## src/design/aks_pkg.sv

```systemverilog
// Shared constants, S-box and round constant tables and helper functions for the AES-128 key schedule.
package aks_pkg;

   localparam int WORD_COUNT = 44;
   localparam int ROUND_KEYS = 11;
   localparam int LAST_ROUND = 10;
   localparam int WORD_WIDTH = 32;
   localparam int ADDR_WIDTH = $clog2(WORD_COUNT);

   localparam logic [7:0] SBOX [256] = '{
      8'h63,8'h7c,8'h77,8'h7b,8'hf2,8'h6b,8'h6f,8'hc5,8'h30,8'h01,8'h67,8'h2b,8'hfe,8'hd7,8'hab,8'h76,
      8'hca,8'h82,8'hc9,8'h7d,8'hfa,8'h59,8'h47,8'hf0,8'had,8'hd4,8'ha2,8'haf,8'h9c,8'ha4,8'h72,8'hc0,
      8'hb7,8'hfd,8'h93,8'h26,8'h36,8'h3f,8'hf7,8'hcc,8'h34,8'ha5,8'he5,8'hf1,8'h71,8'hd8,8'h31,8'h15,
      8'h04,8'hc7,8'h23,8'hc3,8'h18,8'h96,8'h05,8'h9a,8'h07,8'h12,8'h80,8'he2,8'heb,8'h27,8'hb2,8'h75,
      8'h09,8'h83,8'h2c,8'h1a,8'h1b,8'h6e,8'h5a,8'ha0,8'h52,8'h3b,8'hd6,8'hb3,8'h29,8'he3,8'h2f,8'h84,
      8'h53,8'hd1,8'h00,8'hed,8'h20,8'hfc,8'hb1,8'h5b,8'h6a,8'hcb,8'hbe,8'h39,8'h4a,8'h4c,8'h58,8'hcf,
      8'hd0,8'hef,8'haa,8'hfb,8'h43,8'h4d,8'h33,8'h85,8'h45,8'hf9,8'h02,8'h7f,8'h50,8'h3c,8'h9f,8'ha8,
      8'h51,8'ha3,8'h40,8'h8f,8'h92,8'h9d,8'h38,8'hf5,8'hbc,8'hb6,8'hda,8'h21,8'h10,8'hff,8'hf3,8'hd2,
      8'hcd,8'h0c,8'h13,8'hec,8'h5f,8'h97,8'h44,8'h17,8'hc4,8'ha7,8'h7e,8'h3d,8'h64,8'h5d,8'h19,8'h73,
      8'h60,8'h81,8'h4f,8'hdc,8'h22,8'h2a,8'h90,8'h88,8'h46,8'hee,8'hb8,8'h14,8'hde,8'h5e,8'h0b,8'hdb,
      8'he0,8'h32,8'h3a,8'h0a,8'h49,8'h06,8'h24,8'h5c,8'hc2,8'hd3,8'hac,8'h62,8'h91,8'h95,8'he4,8'h79,
      8'he7,8'hc8,8'h37,8'h6d,8'h8d,8'hd5,8'h4e,8'ha9,8'h6c,8'h56,8'hf4,8'hea,8'h65,8'h7a,8'hae,8'h08,
      8'hba,8'h78,8'h25,8'h2e,8'h1c,8'ha6,8'hb4,8'hc6,8'he8,8'hdd,8'h74,8'h1f,8'h4b,8'hbd,8'h8b,8'h8a,
      8'h70,8'h3e,8'hb5,8'h66,8'h48,8'h03,8'hf6,8'h0e,8'h61,8'h35,8'h57,8'hb9,8'h86,8'hc1,8'h1d,8'h9e,
      8'he1,8'hf8,8'h98,8'h11,8'h69,8'hd9,8'h8e,8'h94,8'h9b,8'h1e,8'h87,8'he9,8'hce,8'h55,8'h28,8'hdf,
      8'h8c,8'ha1,8'h89,8'h0d,8'hbf,8'he6,8'h42,8'h68,8'h41,8'h99,8'h2d,8'h0f,8'hb0,8'h54,8'hbb,8'h16
   };

   localparam logic [7:0] RCON [11] = '{
      8'h00,8'h01,8'h02,8'h04,8'h08,8'h10,8'h20,8'h40,8'h80,8'h1b,8'h36
   };

   function automatic logic [31:0] sub_rot(input logic [31:0] w);
      return {SBOX[w[23:16]], SBOX[w[15:8]], SBOX[w[7:0]], SBOX[w[31:24]]};
   endfunction

   // Transpose four column words into row-major bytes.
   function automatic logic [127:0] transpose(input logic [127:0] cols);
      logic [127:0] rows;
      rows = '0;
      for (int r = 0; r < 4; r++) begin
         for (int c = 0; c < 4; c++) begin
            rows[127 - 8*(4*r + c) -: 8] = cols[127 - 32*c - 8*r -: 8];
         end
      end
      return rows;
   endfunction

   typedef enum logic [3:0] {
      ST_IDLE   = 4'b0001,
      ST_EXPAND = 4'b0010,
      ST_READ   = 4'b0100,
      ST_EMIT   = 4'b1000
   } state_type;

endpackage

```

## src/design/aks_ram.sv

```systemverilog
// Generic single-port-write, one-read RAM with registered read data.
module aks_ram #(
   parameter int WIDTH = 32,
   parameter int DEPTH = 44
) (
   input  logic                     clock,
   input  logic                     wr_en,
   input  logic [$clog2(DEPTH)-1:0] wr_addr,
   input  logic [WIDTH-1:0]         wr_data,
   input  logic [$clog2(DEPTH)-1:0] rd_addr,
   output logic [WIDTH-1:0]         rd_data
);
   logic [WIDTH-1:0] mem_ff [DEPTH];
   logic [WIDTH-1:0] rd_data_ff;

   // Write and registered read
   always_ff @(posedge clock) begin
      if (wr_en) begin
         mem_ff[wr_addr] <= wr_data;
      end
      rd_data_ff <= mem_ff[rd_addr];
   end

   assign rd_data = rd_data_ff;
endmodule

```

## src/design/aes128_key_expansion_core.sv

```systemverilog
// Top level of the AES-128 key expansion core.
//
// Usage: present a cipher key on req_key_high/req_key_low with req_reverse_order
// and raise req_valid; the word is taken when req_stall is low, which it is only
// while the core is idle. The core then computes the 40 derived schedule words,
// one per cycle, in a four-word sliding window of registers, and writes every
// word into a 44-entry schedule RAM. After expansion, each round key is read
// from the RAM as four words (one per cycle, registered read) and presented as
// one rsp_ word, transposed to row order, with rsp_round_index, and rsp_last_round
// set on the eleventh round key. Forward mode gives round 0 first, reverse gives
// round 10 first.
// Steps: the RAM is filled with the four key words, then the 40 derived words;
// then each round key takes four reads of the single RAM read port, one step
// to collect the last read data, one to see the read drained and one to load
// the output. A new key is taken only after the last round key of the previous
// one is loaded into the output register.
// The rate is set by the single read port of the schedule RAM and by the serial
// word recurrence of the schedule.
// While rsp_stall is high the round key output holds; the next round key is read but waits to be loaded.
// Reset returns the core to idle with no output pending; RAM contents are left.
module aes128_key_expansion_core #(
   parameter int WORD_COUNT = aks_pkg::WORD_COUNT
) (
   input  logic        clock,
   input  logic        reset,
   input  logic        req_valid,
   output logic        req_stall,
   input  logic [63:0] req_key_high,
   input  logic [63:0] req_key_low,
   input  logic        req_reverse_order,
   output logic        rsp_valid,
   input  logic        rsp_stall,
   output logic [3:0]  rsp_round_index,
   output logic [63:0] rsp_round_high,
   output logic [63:0] rsp_round_low,
   output logic        rsp_last_round
);
   localparam int AW = $clog2(WORD_COUNT);

   aks_pkg::state_type state_ff, state_in;
   logic [127:0] win_ff, win_in;
   logic [AW-1:0] widx_ff, widx_in;
   logic          rev_ff, rev_in;
   logic [3:0]    rnd_ff, rnd_in;
   logic [3:0]    cnt_ff, cnt_in;
   logic [2:0]    col_ff, col_in;
   logic [127:0]  cols_ff, cols_in;
   logic          ov_ff, ov_in;
   logic [3:0]    oidx_ff, oidx_in;
   logic [127:0]  orow_ff, orow_in;
   logic          olast_ff, olast_in;

   logic          wr_en;
   logic [AW-1:0] wr_addr, rd_addr;
   logic [31:0]   wr_data, rd_data, t, nw;
   logic          rd_pend_ff, rd_pend_in;

   aks_ram #(.WIDTH(32), .DEPTH(WORD_COUNT)) u_ram (
      .clock(clock), .wr_en(wr_en), .wr_addr(wr_addr), .wr_data(wr_data),
      .rd_addr(rd_addr), .rd_data(rd_data)
   );

   // Next schedule word from the window (oldest word in top bits)
   always_comb begin
      t = win_ff[31:0];
      if (widx_ff[1:0] == 2'd0) begin
         t = aks_pkg::sub_rot(win_ff[31:0]) ^ {aks_pkg::RCON[widx_ff[AW-1:2]], 24'd0};
      end
      nw = win_ff[127:96] ^ t;
   end

   always_comb begin
      state_in   = state_ff;
      win_in     = win_ff;
      widx_in    = widx_ff;
      rev_in     = rev_ff;
      rnd_in     = rnd_ff;
      cnt_in     = cnt_ff;
      col_in     = col_ff;
      cols_in    = cols_ff;
      ov_in      = ov_ff;
      oidx_in    = oidx_ff;
      orow_in    = orow_ff;
      olast_in   = olast_ff;
      rd_pend_in = 1'b0;
      wr_en      = 1'b0;
      wr_addr    = widx_ff;
      wr_data    = nw;
      rd_addr    = AW'({rnd_ff, 2'b00}) + AW'(col_ff[1:0]);
      req_stall  = (state_ff != aks_pkg::ST_IDLE);

      // drop output word once taken
      if (ov_ff && !rsp_stall) begin
         ov_in = 1'b0;
      end

      unique case (state_ff)
         aks_pkg::ST_IDLE: begin
            if (req_valid) begin
               win_in  = {req_key_high, req_key_low};
               widx_in = AW'(4);
               rev_in  = req_reverse_order;
               state_in = aks_pkg::ST_EXPAND;
               cnt_in  = '0;
            end
            // write the key words first, one per cycle
         end
         aks_pkg::ST_EXPAND: begin
            wr_en = 1'b1;
            if (cnt_ff < 4'd4) begin
               wr_addr = AW'(cnt_ff);
               wr_data = win_ff[127 - 32*cnt_ff[1:0] -: 32];
               cnt_in  = cnt_ff + 4'd1;
            end else begin
               win_in  = {win_ff[95:0], nw};
               widx_in = widx_ff + AW'(1);
               if (widx_ff == AW'(WORD_COUNT - 1)) begin
                  state_in = aks_pkg::ST_READ;
                  cnt_in   = '0;
                  col_in   = '0;
                  rnd_in   = rev_ff ? 4'(aks_pkg::LAST_ROUND) : 4'd0;
               end
            end
         end
         aks_pkg::ST_READ: begin
            // issue four reads, collect registered data
            if (col_ff < 3'd4) begin
               rd_pend_in = 1'b1;
               col_in     = col_ff + 3'd1;
            end
            if (rd_pend_ff) begin
               cols_in = {cols_ff[95:0], rd_data};
            end
            if (col_ff == 3'd4 && !rd_pend_ff) begin
               state_in = aks_pkg::ST_EMIT;
            end
         end
         aks_pkg::ST_EMIT: begin
            if (!ov_ff || !rsp_stall) begin
               ov_in    = 1'b1;
               oidx_in  = rnd_ff;
               orow_in  = aks_pkg::transpose(cols_ff);
               olast_in = (cnt_ff == 4'(aks_pkg::ROUND_KEYS - 1));
               col_in   = '0;
               cnt_in   = cnt_ff + 4'd1;
               rnd_in   = rev_ff ? rnd_ff - 4'd1 : rnd_ff + 4'd1;
               state_in = (cnt_ff == 4'(aks_pkg::ROUND_KEYS - 1)) ?
                          aks_pkg::ST_IDLE : aks_pkg::ST_READ;
            end
         end
         default: state_in = aks_pkg::ST_IDLE;
      endcase
   end

   // Advance control state
   always_ff @(posedge clock) begin
      if (reset) begin
         state_ff   <= aks_pkg::ST_IDLE;
         ov_ff      <= 1'b0;
         rd_pend_ff <= 1'b0;
         cnt_ff     <= '0;
         col_ff     <= '0;
      end else begin
         state_ff   <= state_in;
         ov_ff      <= ov_in;
         rd_pend_ff <= rd_pend_in;
         cnt_ff     <= cnt_in;
         col_ff     <= col_in;
      end
   end

   // Hold payload
   always_ff @(posedge clock) begin
      win_ff   <= win_in;
      widx_ff  <= widx_in;
      rev_ff   <= rev_in;
      rnd_ff   <= rnd_in;
      cols_ff  <= cols_in;
      oidx_ff  <= oidx_in;
      orow_ff  <= orow_in;
      olast_ff <= olast_in;
   end

   assign rsp_valid       = ov_ff;
   assign rsp_round_index = oidx_ff;
   assign rsp_round_high  = orow_ff[127:64];
   assign rsp_round_low   = orow_ff[63:0];
   assign rsp_last_round  = olast_ff;
endmodule

```

## config.mk

```make
export PLATFORM = sky130hd
export DESIGN_NAME = aes128_key_expansion_core
export DESIGN_NICKNAME = d
export VERILOG_FILES = /design/src/design/aks_pkg.sv /design/src/design/aks_ram.sv /design/src/design/aes128_key_expansion_core.sv
export SDC_FILE = /design/constraint.sdc
export NUM_CORES = 2
export LEC_CHECK = 0
export BUFFER_PORTS_ARGS = -buffer_cell sky130_fd_sc_hd__buf_4
export CORE_MARGIN = 4
export CORE_UTILIZATION = 50
export CTS_BUF_LIST = sky130_fd_sc_hd__clkbuf_4 sky130_fd_sc_hd__clkbuf_8 sky130_fd_sc_hd__clkbuf_16
export DETAILED_ROUTE_END_ITERATION = 10
export HOLD_SLACK_MARGIN = 0.02
export PLACE_DENSITY = 0.69
export SLEW_MARGIN = 20
export SYNTH_ARGS = -nofsm -noshare
export SYNTH_HDL_FRONTEND = slang
export SYNTH_SLANG_ARGS = --single-unit
```

## constraint.sdc

```tcl
create_clock -name clock -period 8.2 [get_ports clock]
set_input_delay 0.41 -clock clock [delete_from_list [all_inputs] [get_ports clock]]
set_output_delay 0.41 -clock clock [all_outputs]
set_load 0.01 [all_outputs]
```

# --- Yosys cells after proc, flatten, opt, wreduce, memory -nomap -nowiden ---
# Memories as Yosys holds them, arrays and structs flattened. A register that Yosys moved wholly into a read port is not among the register bits.
# Index checks and enable logic that the tools add are counted.
totals:
  register_bits: 413
  ramBits: 1408
  romBits: 8320
  input_bits: 133
  word_cells: 128
  memories: 6
op_classes:
  n_addsub: 7
  n_lt_le_gt_ge: 7
  eq_ne: 15
  shift: 1
  n_mux: 51
  bitwise: 8
  n_reduce_logical: 20
memory_table:
  columns: ["name", "words", "word_bits", "rd", "rd_ports_with_merged_regs", "write_ports", "line", "text"]
  rows:
  - ["(name not given)", 256, 8, 1, 0, 0, "aks_pkg.sv:34", "return {SBOX[w[23:16]], SBOX[w[15:8]], SBOX[w[7:0]], SBOX[w[31:24]]};"]
  - ["(name not given)", 256, 8, 1, 0, 0, "aks_pkg.sv:34", null]
  - ["(name not given)", 256, 8, 1, 0, 0, "aks_pkg.sv:34", null]
  - ["(name not given)", 256, 8, 1, 0, 0, "aks_pkg.sv:34", null]
  - ["u_ram.mem_ff", 44, 32, 1, 1, 1, "aks_ram.sv:13", "logic [WIDTH-1:0] mem_ff [DEPTH];"]
  - ["(name not given)", 16, 8, 1, 0, 0, "aes128_key_expansion_core.sv:67", "t = aks_pkg::sub_rot(win_ff[31:0]) ^ {aks_pkg::RCON[widx_ff[AW-1:2]], 24'd0};"]
ops:
  columns: ["op", "n"]
  rows:
  - ["128-bit 2-to-1 mux", 2]
  - ["128-bit one-hot mux with 2 select lines", 1]
  - ["159-bit by 33-bit variable part select with 32-bit output", 1]
  - ["32-bit 2-to-1 mux", 3]
  - ["8-bit 2-to-1 mux", 10]
  - ["32-bit XOR", 2]
  - ["4-bit 2-to-1 mux", 14]
  - ["9-bit greater-or-equal comparator (second input constant)", 4]
  - ["8-bit NOT with 9-bit output", 4]
  - ["6-bit 2-to-1 mux", 4]
  - ["4-bit one-hot mux with 4 select lines", 1]
  - ["3-bit 2-to-1 mux", 5]
  - ["2-bit != test (second input constant)", 6]
  - ["4-bit one-hot mux with 3 select lines", 1]
  - ["6-bit one-hot mux with 2 select lines", 1]
  - ["5-bit AND reduction", 2]
  - ["3-bit one-hot mux with 3 select lines", 1]
  - ["4-bit by 1-bit adder with 4-bit output (second input constant)", 2]
  - ["4-bit equality test (second input constant)", 2]
  - ["4-bit one-hot mux with 2 select lines", 1]
  - ["4-bit AND reduction", 2]
  - ["7-bit by 7-bit subtractor with 8-bit output (first input constant)", 1]
  - ["1-bit 2-to-1 mux", 7]
  - ["6-bit by 1-bit adder with 6-bit output (second input constant)", 1]
  - ["other kinds (24)", 31]

# --- Logic depth before layout (Yosys ltp) ---
logic_depth:
  word_depth: 9
  mapped_depth: 14
  depth_no_buf: 10

# --- Cells and area by module ---
# From an unflattened synthesis, not the netlist that was laid out.
unflattened:
  hier_cells: 5691
  hier_area_um2: 83945.5
by_module_without_submodules:
  columns: ["mod", "n_inst", "cells_each", "area_each_um2"]
  rows:
  - ["aks_ram", 1, 2500, 54566.1]
  - ["aes128_key_expansion_core", 1, 3191, 29379.4]

# --- Worst setup path after synthesis ---
# OpenSTA, ideal clock, no wires.
synth_timing:
  kind: "register to register"
  start: "register state_ff[1]"
  end: "register orow_ff[0], enable pin"
  setup_time_ns: 0.669
  arrival_time_ns: 7.313
  path_slack_ns: 0.218
  path_stages_with_launch: 5
  n_path_buf: 1
  period_less_slack_ns: 7.982
  cell_sequence: "dfxtp_1 > nor2_1 > nand3b_1 > clkbuf_1 > a21oi_1"
synth_between:
  elab_chain_cells: 2
synth_lines:
  columns: ["element", "line", "text"]
  rows:
  - ["from (decl)", "aes128_key_expansion_core.sv:40", "aks_pkg::state_type state_ff, state_in;"]
  - ["from (signal assigned)", "aes128_key_expansion_core.sv:158", "state_ff <= aks_pkg::ST_IDLE;"]
  - ["from (signal assigned)", "aes128_key_expansion_core.sv:164", "state_ff <= state_in;"]
  - ["4-bit equality test", "aes128_key_expansion_core.sv:97", "unique case (state_ff)"]
  - ["2-bit AND reduction (no source line)", null, null]
  - ["to (signal assigned)", "aes128_key_expansion_core.sv:180", "orow_ff <= orow_in;"]
  - ["to (decl)", "aes128_key_expansion_core.sv:50", "logic [127:0] orow_ff, orow_in;"]
# No other way between the ends.
# A chain may end at the register's enable or synchronous reset.

# --- Worst setup path in the final report ---
layout_timing:
  start: "register win_ff[16]"
  end: "memory u_ram.mem_ff[15][27], data pin"
layout_between:
  elab_chain_cells: 9
  word_cells_on_any_way: 10
  cone_classes: "shift: 1; mux: 5; bitwise: 3; memory: 1"
layout_lines:
  columns: ["element", "line", "text"]
  rows:
  - ["from (decl)", "aes128_key_expansion_core.sv:41", "logic [127:0] win_ff, win_in;"]
  - ["from (signal assigned)", "aes128_key_expansion_core.sv:174", "win_ff <= win_in;"]
  - ["8-bit NOT with 9-bit output (not written as such)", "aks_pkg.sv:34", null]
  - ["memory 256 x 8 bit", null, null]
  - ["8-bit 2-to-1 mux (not written as such) (2 in series)", "aks_pkg.sv:34", null]
  - ["32-bit XOR", "aes128_key_expansion_core.sv:67", null]
  - ["32-bit 2-to-1 mux", "aes128_key_expansion_core.sv:66", "if (widx_ff[1:0] == 2'd0) begin"]
  - ["32-bit XOR", "aes128_key_expansion_core.sv:69", "nw = win_ff[127:96] ^ t;"]
  - ["32-bit 2-to-1 mux", "aes128_key_expansion_core.sv:110", "if (cnt_ff < 4'd4) begin"]
  - ["32-bit 2-to-1 mux (*)", "aes128_key_expansion_core.sv:97", null]
  - ["via u_ram.wr_data[27]", "aks_ram.sv:9", "input logic [WIDTH-1:0] wr_data,"]
  - ["to (decl)", "aks_ram.sv:13", null]
# Mark *: on every way through the listed nets, which the timed path passes. The rest lies on a longest branch. The select of a mux whose other input is x is not followed.

==> results_dict.tcl <==
set metrics [dict create \
    run_status "finished clean" \
    initial_core_util_pct 50.5 \
    drive_gt1_share_pct 24.1 \
    cts-buffers-inserted 181 \
    share_of_the_synthesized_netlist_area_taken_by_xor_and_xnor_gates_pct 0.649 \
    final.setup.tns_ps 0 \
    relSlewSlack_pct 14.0 \
    synth_top_family_by_area "multiplexers" \
    finalCritPeriodShare_pct 62.3 \
    core_area_mm2 0.166 \
    cp-endpoint "u_ram.mem_ff[15][27]" \
    routed_wire_length_per_instance_um 32.9 \
    area_share_of_and_or_nand_nor_cells_after_synthesis_pct 7.11 \
    overflow 0 \
    top_level_ports 268 \
    drtAntennaViolNets 0 \
    detailedPlace.worstSlack_ps 3030 \
    die_ar_mm2 0.174 \
    maximum_ir_drop_on_the_vdd_rail_mv 0.252 \
    fillers 12420 \
    cts_resized 0 \
    regToRegSetupSlack_ps 3090 \
    yosys.cell_types.count 86 \
    number_of_flops_mapped_to_enable_cells_by_yosys 1808 \
    detailed_place_hpwl_mm 156 \
    antenna_violations_before_repair 10 \
    postCtsSetupRepairBufs 0 \
    grt_setup_unrepaired "false" \
    final-seq-area_mm2 0.0552 \
    detailedRoute.firstIterationViolations 8505 \
    largest_net_degree_at_the_start_of_global_routing 153 \
    syn_nets 5564 \
    synth_fa_ha_area_share_pct 1.02 \
    power_frac_clock_pct 27.2 \
    final_critical_path_required_period_ps 5110 \
    syn_inst 5364 \
    layout.core_utilization_pct 58.0 \
    syn2layout_area_growth_pct 14.8 \
    internal_power_mw 20.2 \
    async_reset_ff_share_pct 0 \
    finish.net_count 5873 \
    via_count 53800 \
    synth-compound-area-share_pct 7.98 \
    fin_skew_ps 57.8 \
    area_of_placed_instances_mm2 0.0885 \
    tritoncts "built" \
    row_count 149 \
    synth-seq-area-share_pct 66.0 \
    die_width_um 417 \
    totalPowerFinal_mw 30.7 \
    sink_count_of_the_clock_tree 1853 \
    synthesis.area_mm2 0.0836 \
    power.switching_mw 10.5 \
    timing.critical_path.required_ps 8640 \
    clock_tree.root_cell "clkbuf_16" \
    cts.clk_slew.worst_paths_ps 70 \
    synthMuxAreaShare_pct 14.9 \
    tightest_slew_ps 1280 \
    first_pass_grt_wire_length_mm 378 \
    multi_input_comb_area_mm2 0.0271 \
    final_cell_area_mm2 0.0960 \
    max_clock_freq_ghz 0.196 \
    worst-path-max-fanout 44 \
    yosys_register_bits 1853 \
    startpoint "win_ff[16]" \
    worst_r2r_path_depth 11 \
    clock_tree.buffer_depth 3 \
    p_comb_share_pct 30.4 \
    commonest_register_cell_after_synthesis "edfxtp_1" \
    powerDensity_mw_per_mm2 320 \
    cts-htree-levels 4 \
    worst_ep_arrival_time_ps 5550 \
    start_kind "flop" \
    slew_violations 0 \
    leakage_power_of_the_design_nw 31.1 \
    port_buffers 267 \
    drt-vias-per-instance 6.71 \
    drt_wl_total_mm 263 \
    drv_cap 0 \
    final-hold-violation-count 0 \
    via_count_of_the_first_global_routing_pass 52336 \
    timing.final.setup_violations 0 \
    path_class "reg2reg" \
    sw_frac_of_total_pct 34.1 \
    count_of_tritonroute_iterations_in_the_first_routing_pass 7 \
    share_seq_of_total_power_pct 42.3 \
    synth-warning-count 0 \
    detail_route.drc_violations 0 \
    track_usage_pct 30.0 \
    insertion_delay_ps 830 \
    gp_congestion 0.999 \
    post-route-worst-setup-slack_ps 3090 \
    worst_r2r_startpoint "win_ff[16]" \
    end_kind "flop" \
    synthesis.area_per_instance_um2 15.6 \
    floorplan.die.height_um 417 \
    holdCritPathClass "in2reg" \
    cts.hold.buffers_added 126 \
    rr_endpoint "u_ram.mem_ff[15][27]" \
]
==> placed cells by master, fill, tap and decap left out, types with 66 or more instances in the layout <==
master / count
nor2b_1: 66
o211ai_1: 84
dlygate4sd3_1: 126
a21oi_1: 185
buf_4: 421
nand3_1: 106
nand2_1: 543
nand2b_1: 96
o21ai_0: 229
clkbuf_16: 181
mux4_2: 515
nor2_1: 205
nor3_1: 76
edfxtp_1: 1808
==> area by class of cell <==
| cell class | count | share of cell area, % |
|---|---|---|
| diodes | 3 | 0.00782 |
| clock buffers | 224 | 5.07 |
| clock inverters | 108 | 1.28 |
| inverters | 58 | 0.232 |
| multi-input cells | 3022 | 28.2 |
| flip-flops and latches | 1853 | 57.5 |
| well taps | 2189 | 2.85 |
| repair buffers | 557 | 4.83 |
==> worst min-delay path by stage <==
stage / to / from / cells after the start / slack (ps)
after floorplan: cols_ff[0] / u_ram.rd_data[0] / 0 / 390
after global placement: cols_ff[3] / u_ram.rd_data[3] / 0 / 390
after detailed placement: cols_ff[19] / u_ram.rd_data[19] / 0 / 390
after CTS: win_ff[124] / req_key_high[60] / 3 / 20
after global routing: win_ff[124] / req_key_high[60] / 3 / 40
final: win_ff[124] / req_key_high[60] / 3 / 80
==> power groups by stage <==
stage	registers [mW]	logic, mW	clock network (mW)
6_report	13.0	9.34	8.36
5_1_grt	13.0	9.86	8.90
4_1_cts	13.0	9.04	8.48
3_5_place_dp	13.2	8.97	0
3_3_place_gp	13.2	8.92	0
2_1_floorplan	13.3	5.36	0
==> cell families (layout without fill, tap and decap cells) <==
kind of cell    Yosys count  count (layout)
simple gates           1293            1293
compound gates         1005            1005
xor+xnor                 62              62
fa+ha+maj                67              67
mux                     595             595
other cells               0               3
flops                  1853            1853
buf+inv                 489             947
==> metrics by stage <==
stage,instances,hold WS (ps)
2_1_floorplan,5364,386
3_3_place_gp,7550,386
3_5_place_dp,7550,389
4_1_cts,8008,23.5
5_1_grt,8013,39.7
6_report,8014,82.5
==> metal layers <==
metal	track usage [%]	vias to the layer above	share of wire [%]
met5	0	-	0.0049
met4	13.3	2	5.1
met3	6.07	624	10
met2	46.3	3508	46
met1	41.8	27625	38
li1	-	22041	-
==> sequential cells by signal (all words and copies together), names as in the netlist, 6 cells and up <==
signal	cells
win_ff	128
cols_ff	128
widx_ff	6
u_ram.mem_ff	1408
orow_ff	128
u_ram.rd_data	32
==> critical path, cell delays in order (launching register included) <==
cell and delay [ps]:
edfxtp_1 320, buf_4 340, inv_1 260, ha_1 790, nand2b_1 370, nand3_1 210, a21o_1 150, a31oi_1 190
a211oi_1 850, xnor2_1 200, a21oi_1 140, a21oi_4 870
==> cells in the mapped netlist (18+ instances only) <==
cell type / instances / area [µm²]
buf_1: 53 / 199
buf_2: 90 / 450
a21oi_1: 198 / 991
clkbuf_1: 276 / 1040
nand3_1: 106 / 531
a31oi_1: 69 / 432
dfxtp_1: 45 / 901
mux4_2: 515 / 11600
a21o_1: 19 / 143
nor3_1: 78 / 390
xor2_1: 25 / 219
nor2b_1: 66 / 413
a211o_1: 21 / 184
o221ai_1: 22 / 193
o21ai_1: 19 / 95.1
o21ai_0: 242 / 1210
and2_1: 30 / 188
a221oi_1: 18 / 158
ha_1: 65 / 813
or2_2: 24 / 150
mux2i_1: 63 / 631
a311oi_1: 40 / 350
nor3b_1: 19 / 143
a211oi_1: 51 / 383
o211ai_1: 84 / 631
nand2b_1: 96 / 601
xnor2_1: 37 / 324
nor2_1: 249 / 935
edfxtp_1: 1808 / 54300
inv_1: 51 / 191
o311ai_0: 37 / 324
nand2_1: 545 / 2050
o31ai_1: 22 / 165
Power figures use the tool's default switching activity.
